--- src/hw/rtl/bmg_pkg.sv ---
package bmg_pkg;

    localparam int IN_FRAC_BITS  = 32;
    localparam int OUT_FRAC_BITS = 12;

    // q28 / q30 constants
    localparam logic [28:0] TWO_LN2_Q28 = 29'd372130559;
    localparam logic [31:0] PI_Q30      = 32'd3373259426;
    localparam logic [30:0] Q30_ONE     = 31'h4000_0000;

    // rounding point of r (q28) times cos (q30)
    localparam int SCALE_SH = 58 - OUT_FRAC_BITS;

    // divide by a constant as multiply by ceil(2^s/d) then shift by s, s = 30 + clog2(d)
    localparam int COS_S [5] = '{37, 36, 35, 34, 31};
    localparam logic [30:0] COS_M [5] = '{
        31'(((64'd1 << 37) + 64'd89) / 64'd90),
        31'(((64'd1 << 36) + 64'd55) / 64'd56),
        31'(((64'd1 << 35) + 64'd29) / 64'd30),
        31'(((64'd1 << 34) + 64'd11) / 64'd12),
        31'(((64'd1 << 31) + 64'd1) / 64'd2)
    };
    localparam int SIN_S [4] = '{37, 36, 35, 33};
    localparam logic [30:0] SIN_M [4] = '{
        31'(((64'd1 << 37) + 64'd71) / 64'd72),
        31'(((64'd1 << 36) + 64'd41) / 64'd42),
        31'(((64'd1 << 35) + 64'd19) / 64'd20),
        31'(((64'd1 << 33) + 64'd5) / 64'd6)
    };

    // pipeline depths
    localparam int LOG_LAT   = 31;
    localparam int SQRT_LAT  = 32;
    localparam int COS_LAT   = 14;
    localparam int ALIGN_LAT = LOG_LAT + SQRT_LAT - COS_LAT;

    typedef struct packed {
        logic        valid;
        logic [31:0] x;
    } bmg_in_t;

    typedef struct packed {
        logic        valid;
        logic [34:0] r2;
    } bmg_r2_t;

    typedef struct packed {
        logic        valid;
        logic [31:0] root;
    } bmg_root_t;

    typedef struct packed {
        logic        neg;
        logic [30:0] mag;
    } bmg_cos_t;

    typedef struct packed {
        logic        valid;
        logic [15:0] value;
    } bmg_res_t;

endpackage

--- src/hw/rtl/bmg_scale.sv ---
module bmg_scale (
    input  logic               aclk,
    input  logic               aresetn,
    input  logic               en,
    input  bmg_pkg::bmg_root_t radius,
    input  bmg_pkg::bmg_cos_t  cosine,
    output bmg_pkg::bmg_res_t  out_item
);
    import bmg_pkg::*;

    logic        valid1_reg, valid2_reg;
    logic        neg1_reg;
    logic [62:0] prod_reg;
    logic [15:0] value_reg;

    logic [62:0] rnd_next;
    logic [17:0] mag_next;

    assign rnd_next = prod_reg + (63'd1 << (SCALE_SH - 1));
    assign mag_next = 18'(rnd_next >> SCALE_SH);

    always_ff @(posedge aclk) begin
        if (!aresetn) begin
            valid1_reg <= 1'b0;
            valid2_reg <= 1'b0;
        end else if (en) begin
            valid1_reg <= radius.valid;
            valid2_reg <= valid1_reg;
        end
    end

    // round half away from zero on the magnitude, then sign and clamp
    always_ff @(posedge aclk) begin
        if (en) begin
            prod_reg <= 63'(radius.root) * 63'(cosine.mag);
            neg1_reg <= cosine.neg;
            if (neg1_reg) begin
                value_reg <= (mag_next > 18'd32768) ? 16'h8000 : 16'(18'd0 - mag_next);
            end else begin
                value_reg <= (mag_next > 18'd32767) ? 16'h7fff : mag_next[15:0];
            end
        end
    end

    assign out_item.valid = valid2_reg;
    assign out_item.value = value_reg;

endmodule

--- config.mk ---
export PLATFORM = sky130hd
export DESIGN_NAME = bmg_scale
export DESIGN_NICKNAME = d
export VERILOG_FILES = /design/src/hw/rtl/bmg_pkg.sv /design/src/hw/rtl/bmg_scale.sv
export SDC_FILE = /design/constraint.sdc
export NUM_CORES = 2
export LEC_CHECK = 0
export BUFFER_PORTS_ARGS = -buffer_cell sky130_fd_sc_hd__buf_2
export CAP_MARGIN = 20
export CORE_ASPECT_RATIO = 0.8
export CORE_MARGIN = 3
export CORE_UTILIZATION = 60
export CTS_BUF_LIST = sky130_fd_sc_hd__clkbuf_8
export DETAILED_ROUTE_END_ITERATION = 10
export PLACE_DENSITY = 0.8
export SYNTH_ARGS = -nofsm -noshare
export SYNTH_HDL_FRONTEND = slang
export SYNTH_SLANG_ARGS = --single-unit
--- constraint.sdc ---
create_clock -name aclk -period 7.84 [get_ports aclk]
set_input_delay 1.568 -clock aclk [delete_from_list [all_inputs] [get_ports aclk]]
set_output_delay 1.568 -clock aclk [all_outputs]
set_load 0.02 [all_outputs]
==> flow_summary.yaml <==
worst_setup_path:
  largest_driver_fanout_on_the_critical_path: 9
  critical_path_class: "input port to flop"
  crit_path_start_kind: "input port"
  timing.critical_path.to_type: "flop"
  reg2reg_depth: 11
  ff_to_ff_start: "prod_reg[45]"
  crit_required_ps: 7890
  reg2reg_end: "value_reg[6]"
  worstPathArrival_ps: 8510
  ff2ff_setup_slack_ps: 4470
run_status:
  status: "finished with violations"
  violated_checks: "setup timing"
clock_network:
  clock_slew_at_the_register_clock_pins_of_the_worst_setup_and_hold_paths_ps: 90
  cts_inserted_buffers: 5
  max_h_tree_level: 2
  postCtsHoldBufs: 0
  library_cell_used_as_clock_root_buffer: "clkbuf_8"
  tritoncts_num_sinks: 37
  clk-insertion-delay-late_ps: 300
  ctsLongestPathBuffers: 2
  cts_tree: "done"
final_layout:
  nFillCells: 3771
  syn2layout_area_growth_pct: 14.78
  layout.cell_area.non_filler_mm2: 0.03768
  nets: 4956
  layout-drive-gt1-share: 0.1637
  largest_register_ffs: 18
floorplan:
  pin_count: 85
  placementRows: 76
  die_span_y_um: 215.2
  start_util: 0.6079
  die_w_um: 267.5
  placeableCoreArea_mm2: 0.05401
  design.die.area_mm2: 0.05758
timing:
  finalCriticalPeriod_ps: 8453
  drv_slew: 0
  finalClockSkew_ps: 7.760
  hold_viol: 0
  max_slew.worst_pin.slew_ps: 968.4
  relSlewSlack: 0.3544
  period_share: 1.078
  setup_viol: 18
  rsz0062_at_grt: "true"
  fin_ws_ps: -612.5
  achievable-frequency_mhz: 118.3
drt:
  avg_vias_per_cell: 5.685
  drcViolationCount: 0
  detail_route.iter0.violations: 2624
  finalWirelength_um: 95390
  dr.pass1.iters: 5
  residual_antenna_violating_net_count_after_detailed_routing: 0
  wl_per_cell_um: 21.34
  num_vias: 25418
min_path:
  hold_path.startpoint: "valid1_reg"
  min_path_type: "flop to flop"
  hold_depth: 2
  hold_end: "valid1_reg"
synthesis:
  ys.flop_type: "edfxtp_1"
  synthArstFlopShare: 0
  synth.area.top_cells: "fa_1 (53%), and2_1 (10%), ha_1 (9.8%), inv_1 (9.2%), nand2_1 (5.7%)"
  synthDominantCellAreaShare: 0.5274
  postSynthNetCount: 4728
  yosys.cell_types.count: 56
  netlist.top_cell.by_area: "fa_1"
  netlist_instances: 3539
  top_cells_by_count_synth: "fa_1 (865), inv_1 (807), and2_1 (523)"
  count_of_flip_flops_with_a_built_in_enable_after_synthesis: 35
  ys_seq_elements: 37
  yosys_warnings: 0
  sequential_share_of_the_synthesized_area: 0.03323
  synth.avg_cell_area_um2: 9.277
  yosysMostFrequentCell: "fa_1"
  post_synth_instance_area_mm2: 0.03283
global_routing:
  overflow: 0
  grt_antenna_before_repair: 3
  global_route.usage.total: 0.3421
  grt_pass1_vias: 27584
  grt_first_pass_wirelength_um: 151400
  largest_net_degree_at_the_start_of_global_routing: 38
placed_design:
  gpl.final_weighted_congestion: 0.9987
  buffers_on_ports: 84
  dpl_wire_length_um: 79910
  placed_area_mm2: 0.03611
flow_run:
  max-cap-violations: 0
## critical path: stages
cell	delay, ps
buf_12	120
bufbuf_16	270
and2_1	160
fa_2	560
fa_1	460
inv_2	110
fa_2	450
fa_1	520
inv_1	60
fa_1	450
fa_1	510
fa_1	560
fa_1	480
ha_4	300
nand4_1	140
nor3_2	240
nand2_2	130
nor4b_4	360
a41oi_4	90
o211ai_1	290
a21oi_2	140
buf_4	180
o21ai_4	150
a21oi_2	80
xnor2_1	120
## final cells by class
cell class	instances	area (µm²)	share of cell area
flip-flops and latches	37	1091	0.02895
clock buffers	5	68.82	0.001826
repair buffers	428	3911	0.1038
inverters	807	3029	0.08038
diodes	1	2.502	0.00006640
well taps	702	878.3	0.02331
clock inverters	3	17.52	0.0004648
multi-input cells	2488	28690	0.7612
## how the worst max path moves through the flow
stage / start / endpoint / slack [ps] / cells past startpoint
2_1_floorplan: radius[3] / prod_reg[62] / -160 / 23
3_3_place_gp: cosine[7] / prod_reg[57] / -1010 / 26
4_1_cts: radius[18] / prod_reg[62] / -430 / 26
5_1_grt: radius[14] / prod_reg[57] / -740 / 26
6_report: radius[14] / prod_reg[58] / -610 / 25
3_5_place_dp: cosine[7] / prod_reg[62] / -1170 / 24
## per-layer routing
layer  wire length (µm)  GRT usage  up-vias
li1                   -          -    10715
met1              38220     0.5002    12804
met2              41000     0.5096     1636
met3              12930     0.1007      259
met4               3209    0.07867        4
met5                 30          0        -
## layout by cell type (no fill, tap or decap), drive strengths merged, types with 35 or more instances in the layout
master    n
fa      865
inv     807
and2    524
nand2   499
buf     418
ha      256
a21oi    56
nor2     38
edfxtp   35
o21ai    35
## logic make-up (layout without fill, tap and decap cells)
group | count (synthesis) | in the layout | synth area share
buf+inv | 1014 | 1243 | 0.1170
mux | 6 | 6 | 0.002020
simple gates | 1151 | 1151 | 0.1782
fa+ha+maj | 1121 | 1121 | 0.6250
other cells | 0 | 1 | 0
flops | 37 | 37 | 0.03323
xor+xnor | 41 | 41 | 0.01094
compound gates | 169 | 169 | 0.03361
## per-stage QoR
| step | worst slack (ps) | utilization | TNS [ps] | cells | hold WS [ps] |
|---|---|---|---|---|---|
| floorplan | -157.1 | - | -777.6 | 3539 | 482.4 |
| global placement | -1005 | 0.6685 | -15130 | 4427 | 495.7 |
| detailed placement | -1169 | 0.6685 | -16870 | 4427 | 510.8 |
| CTS | -425.7 | 0.6893 | -5004 | 4463 | 531.6 |
| global route | -737.3 | 0.6977 | -10100 | 4471 | 561.9 |
| finish | -612.5 | 0.6977 | -8032 | 4471 | 525.4 |
## what timing repair did
item / CTS / global route
endpoints found under the setup margin: 18 / 18
setup buffers: 26 / 9
pin swaps: 62 / 72
cloned: 4 / 1
resized for setup: 199 / 87
Power is not shown: default switching activity piles up to over one toggle a cycle in this logic, so the estimate is an artifact.
