### config.mk
export PLATFORM = sky130hd
export DESIGN_NAME = bmg_sqrt_unit
export DESIGN_NICKNAME = d
export VERILOG_FILES = /design/src/hw/rtl/bmg_pkg.sv /design/src/hw/rtl/bmg_sqrt_unit.sv
export SDC_FILE = /design/constraint.sdc
export NUM_CORES = 2
export LEC_CHECK = 0
export BUFFER_PORTS_ARGS = -buffer_cell sky130_fd_sc_hd__buf_4
export CAP_MARGIN = 5
export CORE_ASPECT_RATIO = 1.2
export CORE_MARGIN = 10
export CORE_UTILIZATION = 54
export DETAILED_ROUTE_END_ITERATION = 10
export PLACE_DENSITY = 0.7
export REMOVE_ABC_BUFFERS = 1
export SLEW_MARGIN = 10
export SYNTH_ARGS = -nofsm -noshare
export SYNTH_HDL_FRONTEND = slang
export SYNTH_MEMORY_MAX_BITS = 65536
export SYNTH_SLANG_ARGS = --single-unit
### constraint.sdc
create_clock -name aclk -period 5.1 [get_ports aclk]
set_clock_uncertainty 0.15 [all_clocks]
set_input_delay 1.02 -clock aclk [delete_from_list [all_inputs] [get_ports aclk]]
set_output_delay 1.02 -clock aclk [all_outputs]
set_load 0.01 [all_outputs]
### src/hw/rtl/bmg_pkg.sv
package bmg_pkg;

    localparam int IN_FRAC_BITS  = 32;
    localparam int OUT_FRAC_BITS = 12;

    // q28 / q30 constants
    localparam logic [28:0] TWO_LN2_Q28 = 29'd372130559;
    localparam logic [31:0] PI_Q30      = 32'd3373259426;
    localparam logic [30:0] Q30_ONE     = 31'h4000_0000;

    // rounding point of r (q28) times cos (q30)
    localparam int SCALE_SH = 58 - OUT_FRAC_BITS;

    // divide by a constant as multiply by ceil(2^s/d) then shift by s, s = 30 + clog2(d)
    localparam int COS_S [5] = '{37, 36, 35, 34, 31};
    localparam logic [30:0] COS_M [5] = '{
        31'(((64'd1 << 37) + 64'd89) / 64'd90),
        31'(((64'd1 << 36) + 64'd55) / 64'd56),
        31'(((64'd1 << 35) + 64'd29) / 64'd30),
        31'(((64'd1 << 34) + 64'd11) / 64'd12),
        31'(((64'd1 << 31) + 64'd1) / 64'd2)
    };
    localparam int SIN_S [4] = '{37, 36, 35, 33};
    localparam logic [30:0] SIN_M [4] = '{
        31'(((64'd1 << 37) + 64'd71) / 64'd72),
        31'(((64'd1 << 36) + 64'd41) / 64'd42),
        31'(((64'd1 << 35) + 64'd19) / 64'd20),
        31'(((64'd1 << 33) + 64'd5) / 64'd6)
    };

    // pipeline depths
    localparam int LOG_LAT   = 31;
    localparam int SQRT_LAT  = 32;
    localparam int COS_LAT   = 14;
    localparam int ALIGN_LAT = LOG_LAT + SQRT_LAT - COS_LAT;

    typedef struct packed {
        logic        valid;
        logic [31:0] x;
    } bmg_in_t;

    typedef struct packed {
        logic        valid;
        logic [34:0] r2;
    } bmg_r2_t;

    typedef struct packed {
        logic        valid;
        logic [31:0] root;
    } bmg_root_t;

    typedef struct packed {
        logic        neg;
        logic [30:0] mag;
    } bmg_cos_t;

    typedef struct packed {
        logic        valid;
        logic [15:0] value;
    } bmg_res_t;

endpackage

### src/hw/rtl/bmg_sqrt_unit.sv
module bmg_sqrt_unit (
    input  logic               aclk,
    input  logic               aresetn,
    input  logic               en,
    input  bmg_pkg::bmg_r2_t   in_item,
    output bmg_pkg::bmg_root_t out_item
);
    import bmg_pkg::*;

    logic        valid_reg [0:SQRT_LAT-1];
    logic [32:0] rem_reg   [0:SQRT_LAT-1];
    logic [31:0] root_reg  [0:SQRT_LAT-1];
    logic [63:0] rest_reg  [0:SQRT_LAT-1];

    always_ff @(posedge aclk) begin
        if (!aresetn) begin
            for (int k = 0; k < SQRT_LAT; k++) valid_reg[k] <= 1'b0;
        end else if (en) begin
            valid_reg[0] <= in_item.valid;
            for (int k = 1; k < SQRT_LAT; k++) valid_reg[k] <= valid_reg[k-1];
        end
    end

    // two radicand bits and one root bit per stage
    for (genvar k = 0; k < SQRT_LAT; k++) begin : g_step
        logic [32:0] rem_in;
        logic [31:0] root_in;
        logic [63:0] rest_in;
        logic [34:0] cand_next;
        logic [34:0] trial_next;
        if (k == 0) begin : g_first
            assign rem_in  = '0;
            assign root_in = '0;
            assign rest_in = 64'(in_item.r2) << 28;
        end else begin : g_rest
            assign rem_in  = rem_reg[k-1];
            assign root_in = root_reg[k-1];
            assign rest_in = rest_reg[k-1];
        end
        assign cand_next  = {rem_in, rest_in[63:62]};
        assign trial_next = {1'b0, root_in, 2'b01};
        always_ff @(posedge aclk) begin
            if (en) begin
                if (cand_next >= trial_next) begin
                    rem_reg[k]  <= 33'(cand_next - trial_next);
                    root_reg[k] <= {root_in[30:0], 1'b1};
                end else begin
                    rem_reg[k]  <= cand_next[32:0];
                    root_reg[k] <= {root_in[30:0], 1'b0};
                end
                rest_reg[k] <= rest_in << 2;
            end
        end
    end

    assign out_item.valid = valid_reg[SQRT_LAT-1];
    assign out_item.root  = root_reg[SQRT_LAT-1];

endmodule

==> results.cfg <==
[global_routing]
grt-ovfl-total = 0
grt_pass1_wl_um = 302000
antenna_found_initial = 3
grt_pass1_vias = 60100
track_usage_pct = 19.4
grt_max_degree = 168

[setup_path]
max_stage_delay_ns = 0.78
critPathKind = reg2reg
reg2reg_to = rem_reg[1][327]
cp_max_fo = 4
worstPathRequired_ns = 5.51
cpMaxStageDelayCell = a2111oi_0
end_kind = register
timing.rr.start = rem_reg[1][264]
r2r_cells = 12
cp-start-kind = register
crit_chain = ha_1, fa_1, a211o_1, o211ai_1, o311a_1, nor3_1, o21a_1, a221o_1, a22o_1, a2111oi_0, nand2_1, xnor2_1
arrival_ns = 4.75
r2r_slack_ns = 0.76

[timing]
setup_ws_ns = 0.756
slew_viol_final = 0
worst_pin_slew_ns = 1.04
max_slew_margin_pct = 30.5
hold_viol = 0
setup_tns_ns = 0
clock.fmax_mhz = 230
grt_setup_unrepaired = no
setup_viol = 0
fin_crit_sh_pct = 85.2
post-route-min-period_ns = 4.34

[place]
dp_slack_ns = 0.694
gp_congestion = 0.913
port_buffers = 71
hpwl_um = 138000

[synthesis]
synth.ff_latch_count = 1822
ys_seq_area_share_pct = 58.5
netlist-cell-type-count = 92
synth_area_per_cell_sq_um = 11.7
syn_inst = 7982
yosysWarnings = 0
ys.flop_type = edfxtp_1
synth-edff-count = 1820
async_flop_share_pct = 0
syn-cell-area_sq_um = 93500

[min_path]
min-delay-start = in_item[31]
whs_path_depth = 1
whs_endpoint = rest_reg[0][59]
hold_path_class = in2reg

[clock_tree]
clock-sinks = 1822
ctsHoldBuffers = 0
cts_setup_buffers = 0
clk_path_buf_depth = 3
clockRootBuffer = clkbuf_16
cts.clk_slew.worst_paths_ns = 0.06
cts_resized = 0
cts_tree = done
numCtsBuffers = 182
htreeDepth = 4
clk_latency_ns = 0.83

[floorplan]
ios = 72
die_x_um = 400
rows = 167
die-area_sq_um = 190000
initial_utilization_pct = 54.3
die_h_um = 476
core_area_sq_um = 172000

[power]
p_leak_uw = 0.0401
p_total_uw = 44700
power.density_nw_per_um2 = 435
peakVddDrop_v = 0.000373

[layout]
largest_register_ffs = 956
drive_gt1_share_pct = 6.68
nets = 8715
area_growth_pct = 10.0
fin_util_pct = 59.7

[routing]
routed_wl_um = 186000
first_pass_iters = 5
vias_per_cell = 5.66
ant_nets = 0
drt_iter0_markers = 3550
vias = 59800
drc = 0
wl_per_cell_um = 17.6

[outcome]
status = completed

[flow_run]
max_cap_viol_count = 0
## cells in the mapped netlist, drive strengths merged (14+ instances only)
library cell | instances | share of area (%)
a2111oi | 14 | 0.13
a211o | 16 | 0.15
a211oi | 47 | 0.38
a21boi | 17 | 0.14
a21o | 236 | 1.9
a21oi | 411 | 2.2
a31oi | 33 | 0.22
and2 | 62 | 0.41
and3 | 54 | 0.36
clkbuf | 178 | 0.71
edfxtp | 1820 | 58
ha | 533 | 7.1
inv | 706 | 2.8
mux2 | 39 | 0.47
nand2 | 711 | 2.9
nand2b | 106 | 0.71
nand3 | 131 | 0.70
nand3b | 19 | 0.17
nand4 | 49 | 0.33
nor2 | 424 | 1.7
nor2b | 66 | 0.45
nor3 | 213 | 1.2
nor3b | 15 | 0.12
nor4 | 110 | 0.76
nor4b | 24 | 0.22
o211ai | 27 | 0.22
o21a | 85 | 0.68
o21ai | 593 | 3.2
o21bai | 50 | 0.40
o31ai | 57 | 0.46
or2 | 42 | 0.28
or3 | 106 | 0.71
or4 | 44 | 0.37
xnor2 | 329 | 3.1
xor2 | 415 | 3.9
## report_power, final
group,switching (uW),total (uW),internal [uW]
logic,6060,10700,4590
clock network,5670,13100,7480
registers,1500,20900,19400
## worst max path at each step
stage	startpoint	endpoint	depth (start not counted)	slack, ns
detailed placement	en	rem_reg[0][453]	10	0.69
CTS	rem_reg[1][264]	rem_reg[1][327]	12	0.73
global placement	en	rem_reg[0][129]	10	0.66
floorplan	rem_reg[1][99]	rem_reg[1][156]	11	-2.13
global route	rem_reg[1][264]	rem_reg[1][327]	12	0.37
finish	rem_reg[1][264]	rem_reg[1][327]	12	0.76
## layer usage
layer / GRT usage, % / part of all wire (%)
met1: 21.3 / 39
met2: 36.3 / 53
met3: 2.81 / 3.8
met4: 9.57 / 5.0
met5: 0 / 0.010
## critical path: cells and delay by family (launching register included)
kind | cells | cell delay, ns
AOI/OAI and AO/OA | 7 | 2.36
xor gates and xnor gates | 1 | 0.15
adders and majority gates | 2 | 0.71
DFF | 1 | 0.46
and+or+nand+nor | 2 | 0.26
## area by class of cell
cell class	count	area, sq um
diodes	1	2.50
clock buffers	209	4680
clock inverters	118	1190
fillers	13500	69500
inverters	706	2650
multi-input cells	5266	35500
flip-flops and latches	1822	54700
well taps	2281	2850
repair buffers	152	1290
## logic make-up (layout without fill, tap and decap cells)
kind of cell,Yosys count,in the layout,synth area share (%)
flip-flops,1822,1822,58.5
AO/OA/AOI/OAI,1713,1713,11.3
adder cells (fa/ha/maj),546,546,7.41
other,0,1,0
multiplexers,46,46,0.544
XOR/XNOR,744,744,6.97
AND/OR/NAND/NOR,2217,2217,11.7
buffers and inverters,894,1185,3.60
## placed cells by master (no fill, tap or decap), drive strengths merged, types with 49 or more instances in the layout
| cell | Yosys | final |
|---|---|---|
| inv | 706 | 716 |
| nor2b | 66 | 66 |
| nand3 | 131 | 131 |
| and2 | 62 | 62 |
| or3 | 106 | 106 |
| buf | 10 | 152 |
| nor2 | 424 | 424 |
| nand4 | 49 | 49 |
| o21ai | 593 | 593 |
| clkinv | 0 | 83 |
| nand2b | 106 | 106 |
| clkbuf | 178 | 209 |
| nor3 | 213 | 213 |
| a21o | 236 | 236 |
| o31ai | 57 | 57 |
| o21bai | 50 | 50 |
| xnor2 | 329 | 329 |
| nand2 | 711 | 711 |
| a21oi | 411 | 411 |
| and3 | 54 | 54 |
| edfxtp | 1820 | 1820 |
| nor4 | 110 | 110 |
| xor2 | 415 | 415 |
| ha | 533 | 533 |
| o21a | 85 | 85 |
## per-stage QoR
| step | cells | cell area [sq um] | hold slack, ns |
|---|---|---|---|
| floorplan | 7794 | 92800 | 0.250 |
| global placement | 10200 | 97000 | 0.250 |
| detailed placement | 10200 | 97000 | 0.255 |
| CTS | 10600 | 103000 | 0.142 |
| global route | 10600 | 103000 | 0.167 |
| finish | 10600 | 103000 | 0.213 |
No activity file was read; power rests on OpenSTA's default activity.
